==> config.mk <==
export PLATFORM = sky130hd
export DESIGN_NAME = hrcm_queue
export DESIGN_NICKNAME = d
export VERILOG_FILES = /design/src/rtl/hue_rotate_color_matrix_unit_assert.svh /design/src/rtl/hrcm_pkg.sv /design/src/rtl/hrcm_queue.sv
export SDC_FILE = /design/constraint.sdc
export NUM_CORES = 1
export LEC_CHECK = 0
export ABC_AREA = 0
export BUFFER_PORTS_ARGS = -buffer_cell sky130_fd_sc_hd__buf_4
export CAP_MARGIN = 20
export CORE_MARGIN = 1
export CORE_UTILIZATION = 60
export DETAILED_ROUTE_END_ITERATION = 6
export PLACE_DENSITY = 0.8
export RECOVER_POWER = 100
export SLEW_MARGIN = 0
export SYNTH_ARGS = -nofsm -noshare
export SYNTH_HDL_FRONTEND = slang
export SYNTH_SLANG_ARGS = --single-unit
==> constraint.sdc <==
create_clock -name i_clk -period 4.7 [get_ports i_clk]
set_input_delay 0 -clock i_clk [delete_from_list [all_inputs] [get_ports i_clk]]
set_output_delay 0 -clock i_clk [all_outputs]
set_load 0.01 [all_outputs]
==> src/rtl/hue_rotate_color_matrix_unit_assert.svh <==
// Assertion macros for the hue rotation color matrix unit.
// Included by the top level; depends on nothing else.
`ifndef HUE_ROTATE_COLOR_MATRIX_UNIT_ASSERT_SVH
`define HUE_ROTATE_COLOR_MATRIX_UNIT_ASSERT_SVH

// Same-cycle implication, checked outside reset.
`define HRCM_ASSERT_IMP(label, clk, rst_n, ante, cons, msg) \
    label: assert property (@(posedge clk) disable iff (!rst_n) (ante) |-> (cons)) \
        else $error(msg);

// Next-cycle implication, checked outside reset.
`define HRCM_ASSERT_NXT(label, clk, rst_n, ante, cons, msg) \
    label: assert property (@(posedge clk) disable iff (!rst_n) (ante) |=> (cons)) \
        else $error(msg);

`endif

==> src/rtl/hrcm_pkg.sv <==
// Shared types, widths and coefficient tables of the hue rotation color matrix unit.
// Used by every RTL file but the assertion header; depends on nothing.
`timescale 1ns / 1ps

package hrcm_pkg;

    // Fixed-point formats.
    localparam int COEF_FRAC_BITS  = 14;
    localparam int ANGLE_FRAC_BITS = 14;
    localparam int ANGLE_W         = 16;
    localparam int CHAN_W          = 8;
    localparam int SUM_SHIFT       = ANGLE_FRAC_BITS + COEF_FRAC_BITS;

    // Rounded constants stay below 2^COEF_FRAC_BITS in magnitude.
    localparam int CONST_W = COEF_FRAC_BITS + 1;
    // A coefficient holds cos and sine terms plus the scaled luma term.
    localparam int COEF_W  = ANGLE_W + CONST_W;
    localparam int PROD_W  = COEF_W + CHAN_W + 1;
    localparam int DOT_W   = PROD_W + 2;
    // Row-sum bits above the integer channel field; any set bit saturates.
    localparam int SAT_HI_W = DOT_W - SUM_SHIFT - CHAN_W;

    localparam int NUM_CH     = 3;
    localparam int NUM_COEF   = NUM_CH * NUM_CH;
    localparam int COEF_IDX_W = $clog2(NUM_COEF);

    // Queue between the accept side and the arithmetic side.
    localparam int QUEUE_DEPTH = 4;
    localparam int Q_PTR_W     = $clog2(QUEUE_DEPTH);
    localparam int Q_CNT_W     = $clog2(QUEUE_DEPTH + 1);

    // Configuration register indexes.
    localparam int CFG_IDX_W = 1;
    localparam logic [CFG_IDX_W-1:0] REG_COS_ANGLE = 1'b0;
    localparam logic [CFG_IDX_W-1:0] REG_SIN_ANGLE = 1'b1;

    localparam logic signed [ANGLE_W-1:0] COS_RESET = ANGLE_W'(1 << ANGLE_FRAC_BITS);
    localparam logic signed [ANGLE_W-1:0] SIN_RESET = '0;

    typedef logic [CHAN_W-1:0]          t_chan;
    typedef logic signed [ANGLE_W-1:0]  t_angle;
    typedef logic signed [CONST_W-1:0]  t_qconst;
    typedef logic signed [COEF_W-1:0]   t_coef;
    typedef logic signed [PROD_W-1:0]   t_prod;
    typedef logic signed [DOT_W-1:0]    t_dot;
    typedef logic [COEF_IDX_W-1:0]      t_coef_idx;

    typedef t_coef   t_coef_set [NUM_COEF];
    typedef t_qconst t_qtab [NUM_COEF];
    typedef int      t_milli_tab [NUM_COEF][NUM_CH];

    typedef struct packed {
        t_chan red;
        t_chan green;
        t_chan blue;
    } t_pix;

    typedef struct packed {
        logic valid;
        t_pix pix;
    } t_q_push;

    typedef struct packed {
        logic full;
        logic empty;
    } t_q_status;

    typedef struct packed {
        logic busy;
    } t_front_status;

    // Columns of the constant table: luma, cosine factor, sine factor.
    localparam int COL_LUMA = 0;
    localparam int COL_COS  = 1;
    localparam int COL_SIN  = 2;

    // Matrix constants in thousandths, row-major.
    localparam t_milli_tab MAT_MILLI = '{
        '{213,  787, -213},
        '{715, -715, -715},
        '{ 72,  -72,  928},
        '{213, -213,  143},
        '{715,  285,  140},
        '{ 72,  -72, -283},
        '{213, -213, -787},
        '{715, -715,  715},
        '{ 72,  928,   72}
    };

    // Rounds one column of thousandths to COEF_FRAC_BITS fractional bits,
    // half away from zero.
    function automatic t_qtab make_qtab(int col);
        t_qtab  tab;
        int     m;
        longint mag;
        longint q;
        for (int k = 0; k < NUM_COEF; k++) begin
            m   = MAT_MILLI[k][col];
            mag = (m < 0) ? longint'(-m) : longint'(m);
            q   = ((mag << COEF_FRAC_BITS) + 500) / 1000;
            if (m < 0) begin
                q = -q;
            end
            tab[k] = CONST_W'(q);
        end
        return tab;
    endfunction

    localparam t_qtab Q_LUMA = make_qtab(COL_LUMA);
    localparam t_qtab Q_COS  = make_qtab(COL_COS);
    localparam t_qtab Q_SIN  = make_qtab(COL_SIN);

endpackage

==> src/rtl/hrcm_queue.sv <==
// Small register FIFO that carries accepted pixels to the arithmetic side.
// Depends on hrcm_pkg.
`timescale 1ns / 1ps

module hrcm_queue (
    input  logic                  i_clk,
    input  logic                  i_rst_n,
    input  hrcm_pkg::t_q_push     i_push,
    input  logic                  i_pop,
    output hrcm_pkg::t_q_status   o_stat,
    output hrcm_pkg::t_pix        o_head
);

    hrcm_pkg::t_pix                   r_mem [hrcm_pkg::QUEUE_DEPTH];
    logic [hrcm_pkg::Q_PTR_W-1:0]     r_wr, n_wr;
    logic [hrcm_pkg::Q_PTR_W-1:0]     r_rd, n_rd;
    logic [hrcm_pkg::Q_CNT_W-1:0]     r_cnt, n_cnt;

    // Pointer and fill count update.
    always_comb begin
        n_wr  = r_wr;
        n_rd  = r_rd;
        n_cnt = r_cnt;
        if (i_push.valid) begin
            n_wr = r_wr + 1'b1;
        end
        if (i_pop) begin
            n_rd = r_rd + 1'b1;
        end
        if (i_push.valid && !i_pop) begin
            n_cnt = r_cnt + 1'b1;
        end else if (!i_push.valid && i_pop) begin
            n_cnt = r_cnt - 1'b1;
        end
    end

    always_ff @(posedge i_clk) begin
        if (!i_rst_n) begin
            r_wr  <= '0;
            r_rd  <= '0;
            r_cnt <= '0;
        end else begin
            r_wr  <= n_wr;
            r_rd  <= n_rd;
            r_cnt <= n_cnt;
        end
    end

    // Entry storage needs no reset.
    always_ff @(posedge i_clk) begin
        if (i_push.valid) begin
            r_mem[r_wr] <= i_push.pix;
        end
    end

    assign o_stat.full  = (r_cnt == hrcm_pkg::Q_CNT_W'(hrcm_pkg::QUEUE_DEPTH));
    assign o_stat.empty = (r_cnt == '0);
    assign o_head       = r_mem[r_rd];

endmodule

After elaboration in Yosys (flattened, before gate mapping)
Memories as Yosys holds them, arrays and structs flattened. A register that Yosys moved wholly into a read port is not among the register bits. Index checks and enable logic that the tools add are counted.

Register bits: 7. Memory bits (writable): 96. Input bits: 28. Output and inout port bits: 26. Word-level logic and storage cells: 21. Memories: 1.

Add/subtract/negate cells: 4. Equality and inequality tests: 1. Muxes and demuxes: 6. Reductions and logical operators: 6.

Memory list: r_mem (words 4, bits a word 24, rd ports 1, clocked after Yosys merged registers in 1, write ports 1, line hrcm_queue.sv:14) `hrcm_pkg::t_pix r_mem [hrcm_pkg::QUEUE_DEPTH];`.

Operators with widths (number): two-way mux 3 bit (2); adder 2 x 1 -> 2 bit (second input constant) (2); two-way mux 2 bit (2); adder 3 x 1 -> 3 bit (second input constant) (1); == test 3 bit (second input constant) (1); zero test 3 bit (1); subtractor 3 x 1 -> 3 bit (second input constant) (1); logical AND 1 bit (2); zero test 1 bit (2); two-way mux 1 bit (2); nonzero test 2 bit (1).

Logic depth before layout (Yosys ltp)
Gate-level depths: netlist of run 1.

Depth after elaboration: 4. Gate-level depth with buffers: 7. Depth with buffers taken out: 7.

Worst setup path after synthesis of run 1
Ideal clock, no wire load.

Kind: reg2reg. Start point: register r_wr[0] (netlist name). End point: memory r_mem[2][0] (netlist name) (enable). Setup time: 0.383 ns. Data arrival time: 1.151 ns. Data required time: 4.317 ns. Slack: 3.166 ns. Stages on the path, launching flop included: 4. Buffers on the path: 0. Clock period less this slack: 1.534 ns. Cells stage by stage: dfxtp_1 inv_1 ha_1 and2_1.

RTL lines: start: declaration (line hrcm_queue.sv:15) `logic [hrcm_pkg::Q_PTR_W-1:0] r_wr, n_wr;`; start signal: assignment (line hrcm_queue.sv:43) `r_wr <= n_wr;`; end: declaration (line hrcm_queue.sv:14).

No word-level cell before the write port.

==> results of run 1 <==
## area by class of cell
cell class	instances	share of cell area (%)
multi-input combinational	54	17.1
clock inverter	6	1.73
sequential	105	65.0
timing repair buffer	85	10.8
inverter	4	0.319
clock buffer	10	2.92
tap	77	2.05
## report_power, final
part | total (mW) | switching, mW | internal (mW) | leakage [nW]
registers | 1.10 | 0.0337 | 1.07 | 0.956
clock network | 0.596 | 0.285 | 0.311 | 0.110
logic | 0.200 | 0.0987 | 0.101 | 0.465
## per-layer routing
layer  wire length (um)  vias to the layer above
li1                   -                      866
met1               2670                      965
met2               3810                       54
met3                259                       22
met4                239                        0
met5                  0                        -
## path summary, 6_finish.rpt
path	from	to	slack, ps	cells after the start
setup / recovery	register	o_head[23]	2130	2
hold / removal	i_push[7]	r_mem[0][7]$_DFFE_PP_	440	2
setup reg to reg	r_wr[0]$_SDFFE_PN0P_	r_mem[3][0]$_DFFE_PP_	2210	3
hold reg to reg	r_cnt[2]$_SDFFE_PN0P_	r_cnt[2]$_SDFFE_PN0P_	530	2
## placed cells by master (no fill, tap or decap), drive strengths merged, types with 2 or more instances in the layout
| master | n |
|---|---|
| clkinv | 3 |
| dfxtp | 9 |
| clkbuf | 64 |
| mux2i | 2 |
| edfxtp | 96 |
| mux4 | 24 |
| buf | 4 |
| xor2 | 3 |
| bufinv | 2 |
| nor2b | 2 |
| dlygate4sd3 | 27 |
| xnor2 | 2 |
| ha | 5 |
| inv | 4 |
| and2 | 9 |
## critical path, cell delays in order (launching register included)
cell and delay, ps:
dfxtp_1 1370, mux4_1 680, clkbuf_1 150
## flip-flops by register name, indices dropped and copies added (netlist names), named ones only
register / flops
r_mem: 96
r_wr: 2
r_rd: 2
r_cnt: 3
## cells in the mapped netlist
cell	n
xnor2_1	2
a21boi_0	1
and2_1	9
xor2_1	3
dfxtp_1	9
mux2i_1	2
mux4_2	20
or3_1	1
mux4_1	4
edfxtp_1	96
ha_1	5
nor3b_1	1
nor3_1	1
buf_2	2
buf_6	1
o21ai_0	1
fa_1	1
nor2b_1	2
nand2_1	1
buf_12	2
inv_1	4
clkbuf_1	1
## logic make-up (layout without fill, tap and decap cells)
| group | count (synthesis) | after routing | share of synthesized area [%] |
|---|---|---|---|
| buffers and inverters | 10 | 105 | 2.03 |
| and+or+nand+nor | 15 | 15 | 2.31 |
| xor gates and xnor gates | 5 | 5 | 1.11 |
| DFF | 105 | 105 | 77.6 |
| adders and majority gates | 6 | 6 | 2.09 |
| AOI/OAI and AO/OA | 2 | 2 | 0.317 |
| muxes | 26 | 26 | 14.6 |
## per-stage QoR
| stage | worst slack (ps) | power, mW | instance area, um2 | instances |
|---|---|---|---|---|
| 2_1_floorplan | 3170 | 1.24 | 3950 | 169 |
| 3_3_place_gp | 2850 | 1.33 | 4380 | 293 |
| 3_5_place_dp | 2710 | 1.34 | 4380 | 293 |
| 4_1_cts | 2570 | 1.94 | 4870 | 336 |
| 5_1_grt | 1880 | 1.96 | 4710 | 341 |
| 6_report | 2130 | 1.90 | 4710 | 341 |
==> flow_summary.yaml, run 1 <==
outcome:
  outcome: "finished with violations"
  failed_checks: "max-capacitance violations, max-slew violations"
global_routing:
  grt_pass1_wl_um: 10200
  antenna_found_initial: 0
  grt.overflow.total: 0
  grt_util_met3_pct: 4.67
  grt_pass1_vias: 2026
  grt_max_degree: 25
  busiest_layer: "met2"
  grt_use_met2_pct: 36.4
  globalRouteMet1Util_pct: 23.7
  track_usage_pct: 20.4
route:
  drtAntennaViolNets: 0
  dr.pass1.iters: 4
  viasPerCell: 5.59
  routedWlPerCell_um: 20.4
  drc: 0
  wirelength_um: 6970
  via_count: 1907
  detail_route.iter0.violations: 125
placed_design:
  port_buffers: 53
  post-dp-hpwl_um: 3890
  place_congestion: 0.696
cells_and_area:
  area_growth_pct: 19.3
  final_util_pct: 74.2
  multi_input_area_um2: 806
  antenna_cells: 0
  seq_area_um2: 3060
  n_fill_cell: 401
  drive_gt1_share_pct: 14.8
  fin_nets: 293
sta:
  worst_slew_pin_slew_ps: 1560
  fin_worst_skew_ps: 6.16
  whs_ps: 443
  fin_crit_ps: 2570
  timing.final.hold_violations: 0
  max_clock_freq_ghz: 0.389
  fin_setup_tns_ps: 0
  drv_slew: 25
  setup_violations: 0
  slew-limit-headroom_pct: -4.00
  rsz0062_at_grt: "no"
  finalCritPeriodShare_pct: 54.7
clock_tree:
  path_clk_slew_ps: 90
  tritoncts: "built"
  clock_latency_ps: 360
  htreeDepth: 3
  post_cts_buffers: 0
  ctsHoldBuffers: 27
  cts_resized: 0
  cts-root-buf: "clkbuf_8"
  cts.path.max_buffers: 2
  clkSinkCount: 105
  cts_inserted_buffers: 9
logic_synthesis:
  seq_area_frac_synth_pct: 77.6
  synth_top_area_share_pct: 73.0
  synth_seq_cells: 105
  synth.area.top_cells: "edfxtp_1, mux4_2, dfxtp_1, mux4_1, ha_1"
  synth_area_um2: 3950
  yosysWarnings: 0
  synth.distinct_cells: 22
  synthCells: 169
  yosys.area.top_type: "edfxtp_1"
  avgSynthCellArea_um2: 23.4
  syn-num-nets: 203
setup_path:
  arrival_ps: 2570
  worstSetupStartpointType: "register"
  worstSetupEndpointType: "output pin"
  critPathRequiredTime_ps: 4700
  cp_max_fo: 24
  crit_type: "register to output pin"
floorplan:
  boundaryPins: 54
  start_util_pct: 62.2
  dieHeight_um: 83.1
  core_area_um2: 6350
  row_count: 29
  dieArea_um2: 6910
  fp.dieW_um: 83.1
pwr:
  leakage_nw: 1.53
  peakVddDrop_uv: 362
  power_density_nw_per_um2: 403
hold_path:
  hold_path_class: "primary input to register"
run:
  drv_cap: 1
Power figures use the tool's default switching activity.
==> run 2: changes to the inputs <==
CORE_UTILIZATION = 56   (was 60)
PLACE_DENSITY = 0.75   (was 0.8)
clock period = 2.4 ns   (was 4.7 ns; I/O delays follow)
==> run 2 against run 1 <==
The flow now finishes without violations; global-route usage down 1.3 points; clock skew grew 1.7 ps; worst hold slack worse by 5.8 ps; total power rose by 85%; die area increased by 7.0%; non-clock buffer count grew 1; sequential share of layout area is 0.13 points higher; via count decreased by 2.0%; sequential cell count unchanged; final cell count up 5.9%; sequential power up 95%.
==> flow_summary.yaml, run 2 (synthesis results as in run 1) <==
hold_path:
  min_from: "i_push[21]"
  hold_path_class: "primary input to register"
sta:
  finalCritPeriodShare_pct: 86.5
  worst_slew_pin_slew_ps: 696
  slew-limit-headroom_pct: 53.6
  whs_ps: 437
  fin_worst_skew_ps: 7.86
  drv_slew: 0
  rsz0062_at_grt: "no"
  fin_setup_tns_ps: 0
  setup_violations: 0
  timing.final.hold_violations: 0
  fin_crit_ps: 2080
  max_clock_freq_ghz: 0.482
cells_and_area:
  final_area_um2: 4700
  fin_nets: 294
  n_fill_cell: 473
  area_growth_pct: 19.1
  final_util_pct: 69.2
  largest_reg_flops: 96
  top_register: "r_mem"
  antenna_cells: 0
  final_cell_mix: "edfxtp_1, clkbuf_1, dlygate4sd3_1"
  reg_top3: "r_mem: 96 flops, r_cnt: 3 flops"
  drive_gt1_share_pct: 17.4
  final_cells: 361
  seq_area_um2: 3060
  layout_commonest_cell: "edfxtp_1"
  multi_input_area_um2: 806
global_routing:
  grt_max_degree: 25
  grt_pass1_vias: 2013
  grt.overflow.total: 0
  antenna_found_initial: 0
  grt_pass1_wl_um: 10100
  track_usage_pct: 19.1
clock_tree:
  cts.path.max_buffers: 2
  htreeDepth: 3
  cts_resized: 0
  cts-root-buf: "clkbuf_8"
  clkSinkCount: 105
  clock_latency_ps: 360
  cts_inserted_buffers: 9
  path_clk_slew_ps: 100
  tritoncts: "built"
setup_path:
  worstSetupStartpointType: "register"
  critPathRequiredTime_ps: 2400
  cp_max_fo: 16
  reg2reg_from: "r_wr[0]$_SDFFE_PN0P_"
  worstSetupEndpointType: "output pin"
  arrival_ps: 2080
  crit_type: "register to output pin"
floorplan:
  fp.dieW_um: 86.0
  start_util_pct: 58.1
  core_area_um2: 6790
  row_count: 30
  dieHeight_um: 86.0
  boundaryPins: 54
  dieArea_um2: 7390
route:
  detail_route.iter0.violations: 80
  drc: 0
  via_count: 1868
  wirelength_um: 6410
  routedWlPerCell_um: 17.8
  dr.pass1.iters: 4
  drtAntennaViolNets: 0
  viasPerCell: 5.17
placed_design:
  placed_cells: 317
  port_buffers: 53
  place_congestion: 0.742
  post-dp-hpwl_um: 4160
  placed_area_um2: 4480
pwr:
  leakage_nw: 1.53
  peakVddDrop_uv: 583
  power_density_nw_per_um2: 749
outcome:
  outcome: "completed"
run:
  drv_cap: 0
run 2: changes by cell type in the layout (fill, tap and decap cells not counted), sizes merged:
cell / change
buf: +1
bufinv: -2
clkbuf: -1
clkinv: +1
clkinvlp: +1
inv: +1
run 2: where the power goes:
group          switching (mW)  internal (mW)  total, mW
sequential             0.0542           2.09       2.15
clock                   0.590          0.386      0.976
combinational           0.197          0.200      0.397
run 2: layout make-up:
class / count / area share (%)
Inverter: 4 / 0.319
Tap cell: 96 / 2.55
Multi-Input combinational cell: 54 / 17.1
Timing Repair Buffer: 86 / 11.0
Clock buffer: 9 / 2.63
Sequential cell: 105 / 65.2
Clock inverter: 7 / 1.20
run 2: path summary, 6_finish.rpt:
path                       endpoint  slack [ps]  cells after the start
max                      o_head[15]         320                      3
min          r_mem[3][21]$_DFFE_PP_         440                      2
max reg2reg  r_mem[2][16]$_DFFE_PP_         360                      4
min reg2reg   r_cnt[2]$_SDFFE_PN0P_         560                      2
run 2: metal layers:
layer / track usage, % / wire (um) / up-vias / share of wire [%]
li1: - / - / 875 / -
met1: 23.7 / 2720 / 935 / 42
met2: 32.3 / 3330 / 41 / 52
met3: 4.14 / 199 / 17 / 3.1
met4: 9.09 / 162 / 0 / 2.5
met5: 0 / 0 / - / 0
run 2: through the flow:
step                setup slack (ps)  total power [mW]
floorplan                        866              2.43
global placement                 534              2.60
detailed placement               425              2.65
CTS                              243              3.64
global route                     170              3.66
finish                           325              3.52
run 2: timing repair:
| item | CTS | global route |
|---|---|---|
| setup buffers | 0 | 0 |
| hold endpoints to repair | 105 | 0 |
| hold buffers | 27 | 0 |
run 2: critical path, cell delays in order, from the launching register on:
cell,delay [ps]
dfxtp_2,690
buf_4,330
mux4_2,540
clkbuf_1,150
