--- src/rtl/hue_rotate_color_matrix_unit_assert.svh ---
// Assertion macros for the hue rotation color matrix unit.
// Included by the top level; depends on nothing else.
`ifndef HUE_ROTATE_COLOR_MATRIX_UNIT_ASSERT_SVH
`define HUE_ROTATE_COLOR_MATRIX_UNIT_ASSERT_SVH

// Same-cycle implication, checked outside reset.
`define HRCM_ASSERT_IMP(label, clk, rst_n, ante, cons, msg) \
    label: assert property (@(posedge clk) disable iff (!rst_n) (ante) |-> (cons)) \
        else $error(msg);

// Next-cycle implication, checked outside reset.
`define HRCM_ASSERT_NXT(label, clk, rst_n, ante, cons, msg) \
    label: assert property (@(posedge clk) disable iff (!rst_n) (ante) |=> (cons)) \
        else $error(msg);

`endif

--- src/rtl/hrcm_pkg.sv ---
// Shared types, widths and coefficient tables of the hue rotation color matrix unit.
// Used by every RTL file but the assertion header; depends on nothing.
`timescale 1ns / 1ps

package hrcm_pkg;

    // Fixed-point formats.
    localparam int COEF_FRAC_BITS  = 14;
    localparam int ANGLE_FRAC_BITS = 14;
    localparam int ANGLE_W         = 16;
    localparam int CHAN_W          = 8;
    localparam int SUM_SHIFT       = ANGLE_FRAC_BITS + COEF_FRAC_BITS;

    // Rounded constants stay below 2^COEF_FRAC_BITS in magnitude.
    localparam int CONST_W = COEF_FRAC_BITS + 1;
    // A coefficient holds cos and sine terms plus the scaled luma term.
    localparam int COEF_W  = ANGLE_W + CONST_W;
    localparam int PROD_W  = COEF_W + CHAN_W + 1;
    localparam int DOT_W   = PROD_W + 2;
    // Row-sum bits above the integer channel field; any set bit saturates.
    localparam int SAT_HI_W = DOT_W - SUM_SHIFT - CHAN_W;

    localparam int NUM_CH     = 3;
    localparam int NUM_COEF   = NUM_CH * NUM_CH;
    localparam int COEF_IDX_W = $clog2(NUM_COEF);

    // Queue between the accept side and the arithmetic side.
    localparam int QUEUE_DEPTH = 4;
    localparam int Q_PTR_W     = $clog2(QUEUE_DEPTH);
    localparam int Q_CNT_W     = $clog2(QUEUE_DEPTH + 1);

    // Configuration register indexes.
    localparam int CFG_IDX_W = 1;
    localparam logic [CFG_IDX_W-1:0] REG_COS_ANGLE = 1'b0;
    localparam logic [CFG_IDX_W-1:0] REG_SIN_ANGLE = 1'b1;

    localparam logic signed [ANGLE_W-1:0] COS_RESET = ANGLE_W'(1 << ANGLE_FRAC_BITS);
    localparam logic signed [ANGLE_W-1:0] SIN_RESET = '0;

    typedef logic [CHAN_W-1:0]          t_chan;
    typedef logic signed [ANGLE_W-1:0]  t_angle;
    typedef logic signed [CONST_W-1:0]  t_qconst;
    typedef logic signed [COEF_W-1:0]   t_coef;
    typedef logic signed [PROD_W-1:0]   t_prod;
    typedef logic signed [DOT_W-1:0]    t_dot;
    typedef logic [COEF_IDX_W-1:0]      t_coef_idx;

    typedef t_coef   t_coef_set [NUM_COEF];
    typedef t_qconst t_qtab [NUM_COEF];
    typedef int      t_milli_tab [NUM_COEF][NUM_CH];

    typedef struct packed {
        t_chan red;
        t_chan green;
        t_chan blue;
    } t_pix;

    typedef struct packed {
        logic valid;
        t_pix pix;
    } t_q_push;

    typedef struct packed {
        logic full;
        logic empty;
    } t_q_status;

    typedef struct packed {
        logic busy;
    } t_front_status;

    // Columns of the constant table: luma, cosine factor, sine factor.
    localparam int COL_LUMA = 0;
    localparam int COL_COS  = 1;
    localparam int COL_SIN  = 2;

    // Matrix constants in thousandths, row-major.
    localparam t_milli_tab MAT_MILLI = '{
        '{213,  787, -213},
        '{715, -715, -715},
        '{ 72,  -72,  928},
        '{213, -213,  143},
        '{715,  285,  140},
        '{ 72,  -72, -283},
        '{213, -213, -787},
        '{715, -715,  715},
        '{ 72,  928,   72}
    };

    // Rounds one column of thousandths to COEF_FRAC_BITS fractional bits,
    // half away from zero.
    function automatic t_qtab make_qtab(int col);
        t_qtab  tab;
        int     m;
        longint mag;
        longint q;
        for (int k = 0; k < NUM_COEF; k++) begin
            m   = MAT_MILLI[k][col];
            mag = (m < 0) ? longint'(-m) : longint'(m);
            q   = ((mag << COEF_FRAC_BITS) + 500) / 1000;
            if (m < 0) begin
                q = -q;
            end
            tab[k] = CONST_W'(q);
        end
        return tab;
    endfunction

    localparam t_qtab Q_LUMA = make_qtab(COL_LUMA);
    localparam t_qtab Q_COS  = make_qtab(COL_COS);
    localparam t_qtab Q_SIN  = make_qtab(COL_SIN);

endpackage

--- src/rtl/hrcm_in_if.sv ---
// Input pixel channel: valid/ready handshake with an RGB payload.
// Depends on hrcm_pkg for the channel type.
`timescale 1ns / 1ps

interface hrcm_in_if;
    logic             valid;
    logic             ready;
    hrcm_pkg::t_chan  red_in;
    hrcm_pkg::t_chan  green_in;
    hrcm_pkg::t_chan  blue_in;

    modport source (output valid, output red_in, output green_in, output blue_in,
                    input ready);
    modport sink   (input valid, input red_in, input green_in, input blue_in,
                    output ready);
endinterface

--- src/rtl/hrcm_front.sv ---
// Accept side: angle registers, coefficient sequencer and pixel intake.
// Depends on hrcm_pkg and hrcm_in_if.
`timescale 1ns / 1ps

module hrcm_front (
    input  logic                            i_clk,
    input  logic                            i_rst_n,
    input  logic                            i_cfg_we,
    input  logic [hrcm_pkg::CFG_IDX_W-1:0]  i_cfg_idx,
    input  logic [hrcm_pkg::ANGLE_W-1:0]    i_cfg_data,
    hrcm_in_if.sink                         i_pix,
    input  hrcm_pkg::t_q_status             i_q_stat,
    output hrcm_pkg::t_q_push               o_q_push,
    output hrcm_pkg::t_coef_set             o_coef,
    output hrcm_pkg::t_front_status         o_status
);

    hrcm_pkg::t_angle      r_cos, n_cos;
    hrcm_pkg::t_angle      r_sin, n_sin;
    logic                  r_busy, n_busy;
    hrcm_pkg::t_coef_idx   r_k, n_k;
    logic                  r_p_valid, n_p_valid;
    hrcm_pkg::t_coef_idx   r_p_idx, n_p_idx;
    hrcm_pkg::t_coef       r_p_cos, n_p_cos;
    hrcm_pkg::t_coef       r_p_sin, n_p_sin;
    hrcm_pkg::t_coef       r_p_luma, n_p_luma;
    hrcm_pkg::t_coef_set   r_coef;
    hrcm_pkg::t_coef       w_coef_new;
    logic                  w_busy;

    // Sweep over the nine coefficients: the first step forms the cosine and
    // sine products, the second adds the scaled luma constant and stores.
    always_comb begin
        n_cos     = r_cos;
        n_sin     = r_sin;
        n_busy    = r_busy;
        n_k       = r_k;
        n_p_valid = r_busy;
        n_p_idx   = r_k;
        n_p_cos   = hrcm_pkg::t_coef'(r_cos) * hrcm_pkg::t_coef'(hrcm_pkg::Q_COS[r_k]);
        n_p_sin   = hrcm_pkg::t_coef'(r_sin) * hrcm_pkg::t_coef'(hrcm_pkg::Q_SIN[r_k]);
        n_p_luma  = hrcm_pkg::t_coef'(hrcm_pkg::Q_LUMA[r_k]) <<< hrcm_pkg::ANGLE_FRAC_BITS;
        // The index parks at the first coefficient once the sweep ends.
        if (r_busy) begin
            if (r_k == hrcm_pkg::t_coef_idx'(hrcm_pkg::NUM_COEF - 1)) begin
                n_busy = 1'b0;
                n_k    = '0;
            end else begin
                n_k = r_k + 1'b1;
            end
        end
        // A register write restarts the sweep from the first coefficient.
        if (i_cfg_we) begin
            unique case (i_cfg_idx)
                hrcm_pkg::REG_COS_ANGLE: n_cos = i_cfg_data;
                hrcm_pkg::REG_SIN_ANGLE: n_sin = i_cfg_data;
                default:                 n_cos = r_cos;
            endcase
            n_busy    = 1'b1;
            n_k       = '0;
            n_p_valid = 1'b0;
        end
    end

    always_ff @(posedge i_clk) begin
        if (!i_rst_n) begin
            r_cos     <= hrcm_pkg::COS_RESET;
            r_sin     <= hrcm_pkg::SIN_RESET;
            r_busy    <= 1'b1;
            r_k       <= '0;
            r_p_valid <= 1'b0;
        end else begin
            r_cos     <= n_cos;
            r_sin     <= n_sin;
            r_busy    <= n_busy;
            r_k       <= n_k;
            r_p_valid <= n_p_valid;
        end
    end

    // Product registers and coefficient storage carry no reset.
    always_ff @(posedge i_clk) begin
        r_p_idx  <= n_p_idx;
        r_p_cos  <= n_p_cos;
        r_p_sin  <= n_p_sin;
        r_p_luma <= n_p_luma;
        if (r_p_valid) begin
            r_coef[r_p_idx] <= w_coef_new;
        end
    end

    assign w_coef_new = r_p_luma + r_p_cos + r_p_sin;
    assign w_busy     = r_busy || r_p_valid;

    // Pixels enter only with settled coefficients, queue room and no register write.
    assign i_pix.ready        = !w_busy && !i_q_stat.full && !i_cfg_we;
    assign o_q_push.valid     = i_pix.valid && i_pix.ready;
    assign o_q_push.pix.red   = i_pix.red_in;
    assign o_q_push.pix.green = i_pix.green_in;
    assign o_q_push.pix.blue  = i_pix.blue_in;

    assign o_coef          = r_coef;
    assign o_status.busy   = w_busy;

endmodule

--- src/flat_wrapper.sv ---
// flat-port wrapper written by rule: the top's interface ports become plain ports
module hrcm_front_flat 
  (i_clk, i_rst_n, i_cfg_we, i_cfg_idx, i_cfg_data, i_q_stat, o_q_push, o_coef, o_status, i_pix_valid, i_pix_red_in, i_pix_green_in, i_pix_blue_in, i_pix_ready);
  hrcm_in_if i_pix_i ();
  input  logic i_clk;
  input  logic i_rst_n;
  input  logic i_cfg_we;
  input  logic [hrcm_pkg::CFG_IDX_W-1:0] i_cfg_idx;
  input  logic [hrcm_pkg::ANGLE_W-1:0] i_cfg_data;
  input  hrcm_pkg::t_q_status i_q_stat;
  output hrcm_pkg::t_q_push o_q_push;
  output hrcm_pkg::t_coef_set o_coef;
  output hrcm_pkg::t_front_status o_status;
  input wire logic [$bits(i_pix_i.valid)-1:0] i_pix_valid;
  input wire logic [$bits(i_pix_i.red_in)-1:0] i_pix_red_in;
  input wire logic [$bits(i_pix_i.green_in)-1:0] i_pix_green_in;
  input wire logic [$bits(i_pix_i.blue_in)-1:0] i_pix_blue_in;
  output wire logic [$bits(i_pix_i.ready)-1:0] i_pix_ready;
  assign i_pix_i.valid = i_pix_valid;
  assign i_pix_i.red_in = i_pix_red_in;
  assign i_pix_i.green_in = i_pix_green_in;
  assign i_pix_i.blue_in = i_pix_blue_in;
  assign i_pix_ready = i_pix_i.ready;
  hrcm_front u_core (.i_clk(i_clk), .i_rst_n(i_rst_n), .i_cfg_we(i_cfg_we), .i_cfg_idx(i_cfg_idx), .i_cfg_data(i_cfg_data), .i_pix(i_pix_i), .i_q_stat(i_q_stat), .o_q_push(o_q_push), .o_coef(o_coef), .o_status(o_status));
endmodule
--- config.mk ---
export PLATFORM = sky130hd
export DESIGN_NAME = hrcm_front_flat
export DESIGN_NICKNAME = d
export VERILOG_FILES = /design/src/rtl/hue_rotate_color_matrix_unit_assert.svh /design/src/rtl/hrcm_pkg.sv /design/src/rtl/hrcm_in_if.sv /design/src/rtl/hrcm_front.sv /design/src/flat_wrapper.sv
export SDC_FILE = /design/constraint.sdc
export NUM_CORES = 2
export LEC_CHECK = 0
export ABC_AREA = 0
export BUFFER_PORTS_ARGS = -buffer_cell sky130_fd_sc_hd__buf_2
export CAP_MARGIN = 20
export CORE_UTILIZATION = 40
export CTS_BUF_LIST = sky130_fd_sc_hd__clkbuf_8
export DETAILED_ROUTE_END_ITERATION = 12
export PLACE_DENSITY = 0.56
export SYNTH_ARGS = -nofsm -noshare
export SYNTH_HDL_FRONTEND = slang
export SYNTH_SLANG_ARGS = --single-unit
--- constraint.sdc ---
create_clock -name i_clk -period 8.45 [get_ports i_clk]
set_clock_uncertainty 0.05 [all_clocks]
set_input_delay 0.4225 -clock i_clk [delete_from_list [all_inputs] [get_ports i_clk]]
set_output_delay 0.4225 -clock i_clk [all_outputs]
set_load 0.02 [all_outputs]
# Yosys cells after proc, flatten, opt, wreduce, memory -nomap -nowiden
# Memories as Yosys holds them, arrays and structs flattened. A register that Yosys moved wholly into a read port is not among the register bits.
# Cells that the tools add are included.
[word_totals] ff_bits=383 romBits=720 inputBits=47 out_inout_bits=306 wordCells=54 n_memories=3
[mem_list] memory="(name not given)" words=16 width=15 rd=1 rd_clocked_by_memory_dff=1 write_ports=0 line="hrcm_front.sv:42" rtl="n_p_luma = hrcm_pkg::t_coef'(hrcm_pkg::Q_LUMA[r_k]) <<< hrcm_pkg::ANGLE_FRAC_BITS;"
[mem_list] memory="(name not given)" words=16 width=15 rd=1 rd_clocked_by_memory_dff=0 write_ports=0 line="hrcm_front.sv:40" rtl="n_p_cos = hrcm_pkg::t_coef'(r_cos) * hrcm_pkg::t_coef'(hrcm_pkg::Q_COS[r_k]);"
[mem_list] memory="(name not given)" words=16 width=15 rd=1 rd_clocked_by_memory_dff=0 write_ports=0 line="hrcm_front.sv:41" rtl="n_p_sin = hrcm_pkg::t_coef'(r_sin) * hrcm_pkg::t_coef'(hrcm_pkg::Q_SIN[r_k]);"
[classes] add_sub_neg=3 mul=2 n_lt_le_gt_ge=3 eq_ne=1 n_mux=10 bitwise_logic=4 n_reduce_logical=11
[op_table] operator="279-bit bitwise mux" count=1
[op_table] operator="31-bit demux with 4-bit select" count=1
[op_table] operator="16-bit by 15-bit multiplier with 31-bit output" count=2
[op_table] operator="15-bit two-way mux" count=4
[op_table] operator="29-bit by 31-bit adder with 31-bit output" count=1
[op_table] operator="31-bit adder" count=1
[op_table] operator="31-bit two-way mux" count=1
[op_table] operator="5-bit greater-or-equal comparator (second input constant)" count=2
[op_table] operator="4-bit NOT with 5-bit output" count=2
[op_table] operator="5-bit by 1-bit less-than comparator with 1-bit output (second input constant)" count=1
[op_table] operator="4-bit by 1-bit adder with 4-bit output (second input constant)" count=1
[op_table] operator="4-bit equality test (second input constant)" count=1
[op_table] operator="1-bit logical AND" count=4
[op_table] operator="4-bit two-way mux" count=1
[op_table] operator="2-bit AND reduction" count=2
[op_table] operator="1-bit logical NOT" count=3
[op_table] operator="1-bit two-way mux" count=2
[op_table] operator="1-bit NOT" count=2
[op_table] operator="2-bit OR reduction" count=1
[op_table] operator="1-bit logical OR" count=1

# Logic depth before layout (Yosys ltp)
[logic_depth] word_depth=6 depth_mapped=29 ltp_nobuf=27

# Worst setup path after synthesis
# OpenSTA, ideal clock, no wires.
[synth_timing] path_kind="reg2reg" startpoint="reg u_core.r_k[0] (netlist: u_core.n_p_idx[0])" endpoint="reg u_core.r_p_sin[30]" setup_time_ns=0.072 arrival_time_ns=7.045 required_time_ns=8.328 path_slack_ns=1.283 stages_incl_launch_ff=26 n_path_buf=3 period_less_slack_ns=7.167 cell_sequence="dfxtp_1 > clkbuf_1 > inv_1 > ha_1 > a21oi_1 > clkbuf_1 > nand2_1 > fa_1 > inv_1 > fa_1 > fa_1 > fa_1 > fa_1 > inv_1 > fa_1 > inv_1 > ha_1 > clkbuf_1 > a21o_1 > a21o_1 > a21o_1 > a21oi_1 > o21ai_0 > a211o_1 > a21oi_2 > xnor2_1"
[synth_between] elab_chain_len=5
[synth_lines] element="start: declaration" line="hrcm_front.sv:21" rtl="hrcm_pkg::t_coef_idx r_k, n_k;"
[synth_lines] element="start signal: assignment" line="hrcm_front.sv:76" rtl="r_k <= n_k;"
[synth_lines] element="4-bit NOT with 5-bit output (implied by the code)" line="hrcm_front.sv:41"
[synth_lines] element="memory 16 x 15 bit"
[synth_lines] element="15-bit two-way mux (implied by the code) (2 in series)" line="hrcm_front.sv:41"
[synth_lines] element="16-bit by 15-bit multiplier with 31-bit output" line="hrcm_front.sv:41"
[synth_lines] element="named net u_core.n_p_sin[30]" line="hrcm_front.sv:25" rtl="hrcm_pkg::t_coef r_p_sin, n_p_sin;"
[synth_lines] element="end signal: assignment" line="hrcm_front.sv:85" rtl="r_p_sin <= n_p_sin;"
[synth_lines] element="end: declaration" line="hrcm_front.sv:25"
# The timed path passes the listed nets, and every way through them passes these cells. The select of a mux whose other input is x is not followed.
# A chain may end at the register's enable or synchronous reset.

# Worst setup path in the final report
[layout_timing] startpoint="reg u_core.r_k[0] (netlist: u_core.n_p_idx[0])" endpoint="reg u_core.r_p_sin[29]"
# The elaborated chain is that of the path after synthesis.

==> results by group <==
Drt
  – Post-route DRC: 0
  – Antenna-violating nets left: 0
  – 1st-pass router iterations: 7
  – DRT iter0 DRCs: ~1.1k
  – Drt wl/cell: between 15 and 20 µm
  – Post-Route WL: between 70 and 80 mm
  – Vias post-DR: between 15k and 20k
  – Via-per-instance ratio: approximately 4.8

GRT
  – First-pass GRT wire length: roughly 120 mm
  – Initial antenna violation count: 2
  – Largest net degree at the start of global routing: 34
  – GRT overflow: 0
  – GRT Util Overall: 20.0%
  – Vias in the first global route: 21.3k

Final layout
  – Final core utilization: 46.1%
  – Nets: 3777
  – Most frequent cells in the layout: inv_1, fa_1, buf_2, edfxtp_1, ha_1
  – Finished Layout Cells: just over 4k
  – Commonest non-fill, non-tap cell in the layout: inv_1
  – Share of layout cells above drive strength 1: ~15%
  – Layout area overhead: 13.5%

Yosys
  – Register bit count reported by yosys: ~390
  – Cell area after synthesis: 0.0305 mm²
  – Synth Area in XOR/XNOR: between 2 and 3%
  – Mux cell area share after synthesis: less than 1%
  – Ys async rst share: 0%
  – Synthesized netlist cell count: 2693
  – Post-synthesis compound-gate area fraction: under 10%
  – Sequential cell area fraction in the yosys report: 34.6%
  – Syn Area/Cell: 11.3 µm²
  – Largest family of logic cells by synthesized area: adder cells
  – Synth warn: 0
  – Simple-Gate Fraction of Synth Area: 8.87%
  – Number of distinct library cells after synthesis: 64
  – Post-synthesis adder-cell area fraction: between 30 and 40%
  – Synth Flop Type: edfxtp_1
  – Syn_nets: about 3.4k
  – EDFF count, synth: between 200 and 300

Critical path
  – Origin of the critical flop-to-flop path: u_core.n_p_idx[0]$_SDFFE_PP0P_
  – Critical path fanouts, max: 16
  – Worst setup EP type: register
  – Worst-case reg-to-reg path depth: 24
  – Reg2Reg Setup Slack: around 0.49 ns
  – CP required: roughly 8.9 ns
  – Worst setup path class: register to register
  – Arr. time, crit path: about 8.4 ns
  – Reg-to-reg endpoint: u_core.r_p_sin[29]$_DFF_P_
  – Startpoint types: register

Floorplan
  – Core Area: about 0.075 mm²
  – DIE AREA: roughly 0.077 mm²
  – Initial Util: around two fifths
  – Die Span Y: 278 µm
  – Row Count: 100
  – Boundary Pins: 353
  – Die Wd: approximately 280 µm

STA
  – Period utilisation layout: between 90% and 100%
  – Setup slack after layout: just under 0.5 ns
  – Slew headroom: 23.5%
  – Final hold slack: 0.0489 ns
  – Post-route minimum period: a little under 8 ns
  – Setup TNS: 0 ns
  – Final Hold Violating Endpoints: 0
  – Worst slew pin tran: 1.14 ns
  – RSZ-0062 raised after global routing: false
  – Slew Viols, Final: 0
  – # setup viols final: 0
  – Fmax: 126 MHz

Clock network
  – Clock Tree Buf Depth: 3
  – Clock Latency Late Sink: about 0.65 ns
  – Worst-path clk slew: around 0.05 ns
  – CTS Root Cell: clkbuf_8
  – TritonCTS clock tree: built
  – Clk sinks: ~390
  – TritonCTS buffer count: between 60 and 70
  – H-tree depth: 3
  – Post-CTS setup buffers: 0

Placed design
  – Setup WS pre-CTS: ~0.42 ns
  – I/O Buffers: between 300 and 400
  – RePlAce Congestion: 0.928
  – DP Wirelength: between 50 and 60 mm
  – Placed Cells: about 3.9k

Hold path
  – Worst min path class: primary input to register
  – Hold Path Cell Cnt: 3
  – Worst Hold Launch: i_cfg_data[8]
  – WHS Endpoint: u_core.r_cos[8]$_SDFFE_PN0P_

Pwr
  – Pwr/cell area: approximately 310 mW/mm²
  – Peak supply drop: between 0.2 and 0.25 mV
  – Leakage: roughly 16 nW

Outcome
  – Status: finished clean

Job
  – MaxCap Viol Count: 0
-- cells by family after synthesis --
family / after synthesis
multiplexers: 2
adder cells (fa/ha/maj): 697
XOR/XNOR: 92
AO/OA/AOI/OAI: 262
flip-flops: 387
AND/OR/NAND/NOR: 578
buffers and inverters: 675
-- cell usage after synthesis, types with 3 or more instances --
cell type	instances	area share, %
a21boi_0	32	0.79
fa_1	440	29
nand3_1	14	0.23
edfxtp_1	279	28
a21oi_1	77	1.3
o21ai_0	30	0.49
a31oi_1	4	0.082
ha_1	257	11
o21a_1	11	0.27
buf_4	24	0.59
xnor2_1	75	2.2
and3_1	14	0.29
a21boi_1	6	0.15
nor2b_1	12	0.25
xor2_1	17	0.49
inv_1	591	7.3
or3_1	3	0.062
a31o_1	3	0.086
nand2b_1	18	0.37
clkbuf_1	57	0.70
nor3_1	15	0.25
a21o_1	32	0.79
nor2_1	125	1.5
and2_1	119	2.4
o21ai_1	18	0.30
nand2_1	233	2.9
dfxtp_1	108	7.1
nand4_1	3	0.062
a211oi_1	11	0.27
and4_1	3	0.086
or2_2	5	0.10
nor4_1	6	0.12
nand3b_1	3	0.074
o21bai_1	12	0.30
-- worst max-delay path by stage --
stage,start,slack (ns),cells after the start,to
after floorplan,u_core.n_p_idx[0]$_SDFFE_PP0P_,1.28,25,u_core.r_p_sin[30]$_DFF_P_
after global placement,u_core.n_p_idx[0]$_SDFFE_PP0P_,0.49,25,u_core.r_p_cos[30]$_DFF_P_
after detailed placement,u_core.n_p_idx[0]$_SDFFE_PP0P_,0.42,25,u_core.r_p_cos[30]$_DFF_P_
after CTS,u_core.n_p_idx[0]$_SDFFE_PP0P_,0.44,25,u_core.r_p_cos[30]$_DFF_P_
after global routing,u_core.n_p_idx[0]$_SDFFE_PP0P_,0.11,24,u_core.r_p_sin[29]$_DFF_P_
final,u_core.n_p_idx[0]$_SDFFE_PP0P_,0.49,24,u_core.r_p_sin[29]$_DFF_P_
-- layer usage --
metal	track usage (%)	share of wire (%)	up-vias	wire [µm]
li1	-	-	9126	-
met1	26.7	45	9870	33200
met2	33.2	47	531	34800
met3	2.86	4.8	116	3580
met4	7.17	3.3	0	2450
met5	0	0	-	0
-- worst max-delay path, stage by stage, from the launching register on --
cell	delay, ns
dfxtp_1	0.64
inv_1	0.20
ha_1	0.38
nand2_1	0.31
nand2_1	0.44
and2_1	0.34
fa_1	0.50
inv_1	0.05
fa_1	0.48
inv_1	0.05
fa_1	0.47
fa_1	0.52
fa_1	0.49
inv_1	0.05
fa_1	0.47
inv_1	0.04
ha_1	0.36
a2111oi_4	0.40
inv_1	0.14
o211ai_2	0.19
nand2_2	0.10
o41ai_4	0.38
and3b_1	0.26
o21a_1	0.16
or3_1	0.36
-- area by class of cell --
class                   count  area [µm²]
multi-input cells        1631       17400
well taps                 969        1210
inverters                 593        2230
clock buffers              76        1050
flip-flops and latches    387       10500
clock inverters            49         289
diodes                      1        2.50
fillers                  6966       40400
repair buffers            352        1900
-- repair_timing --
action | 4_1_cts | 5_1_grt
hold endpoints to repair | 12 | 0
gates resized for setup | 0 | 1
hold buffers | 8 | 0
endpoints found under the setup margin | 0 | 2
-- state kept, by name (all words and copies together) (netlist names) --
register / cells
u_core.r_busy: 1
u_core.r_p_cos: 31
u_core.r_sin: 16
u_core.n_p_idx: 4
u_core.o_coef: 279
u_core.r_p_valid: 1
u_core.r_p_sin: 31
u_core.r_p_luma: 4
u_core.r_cos: 16
u_core.r_p_idx: 4
-- where the power goes --
part | switching, mW | leakage (nW) | internal [mW]
registers | 0.127 | 3.42 | 3.28
logic | 3.68 | 12.2 | 2.03
clock network | 0.791 | 0.767 | 0.873
-- metrics by stage --
stage          cell area (µm²)  power [mW]
2_1_floorplan            30500        7.41
3_5_place_dp             33100        9.14
5_1_grt                  34600        11.7
3_3_place_gp             33100        8.98
4_1_cts                  34600        10.9
6_report                 34600        10.8
Note: power is estimated with default switching activity, not from simulation.
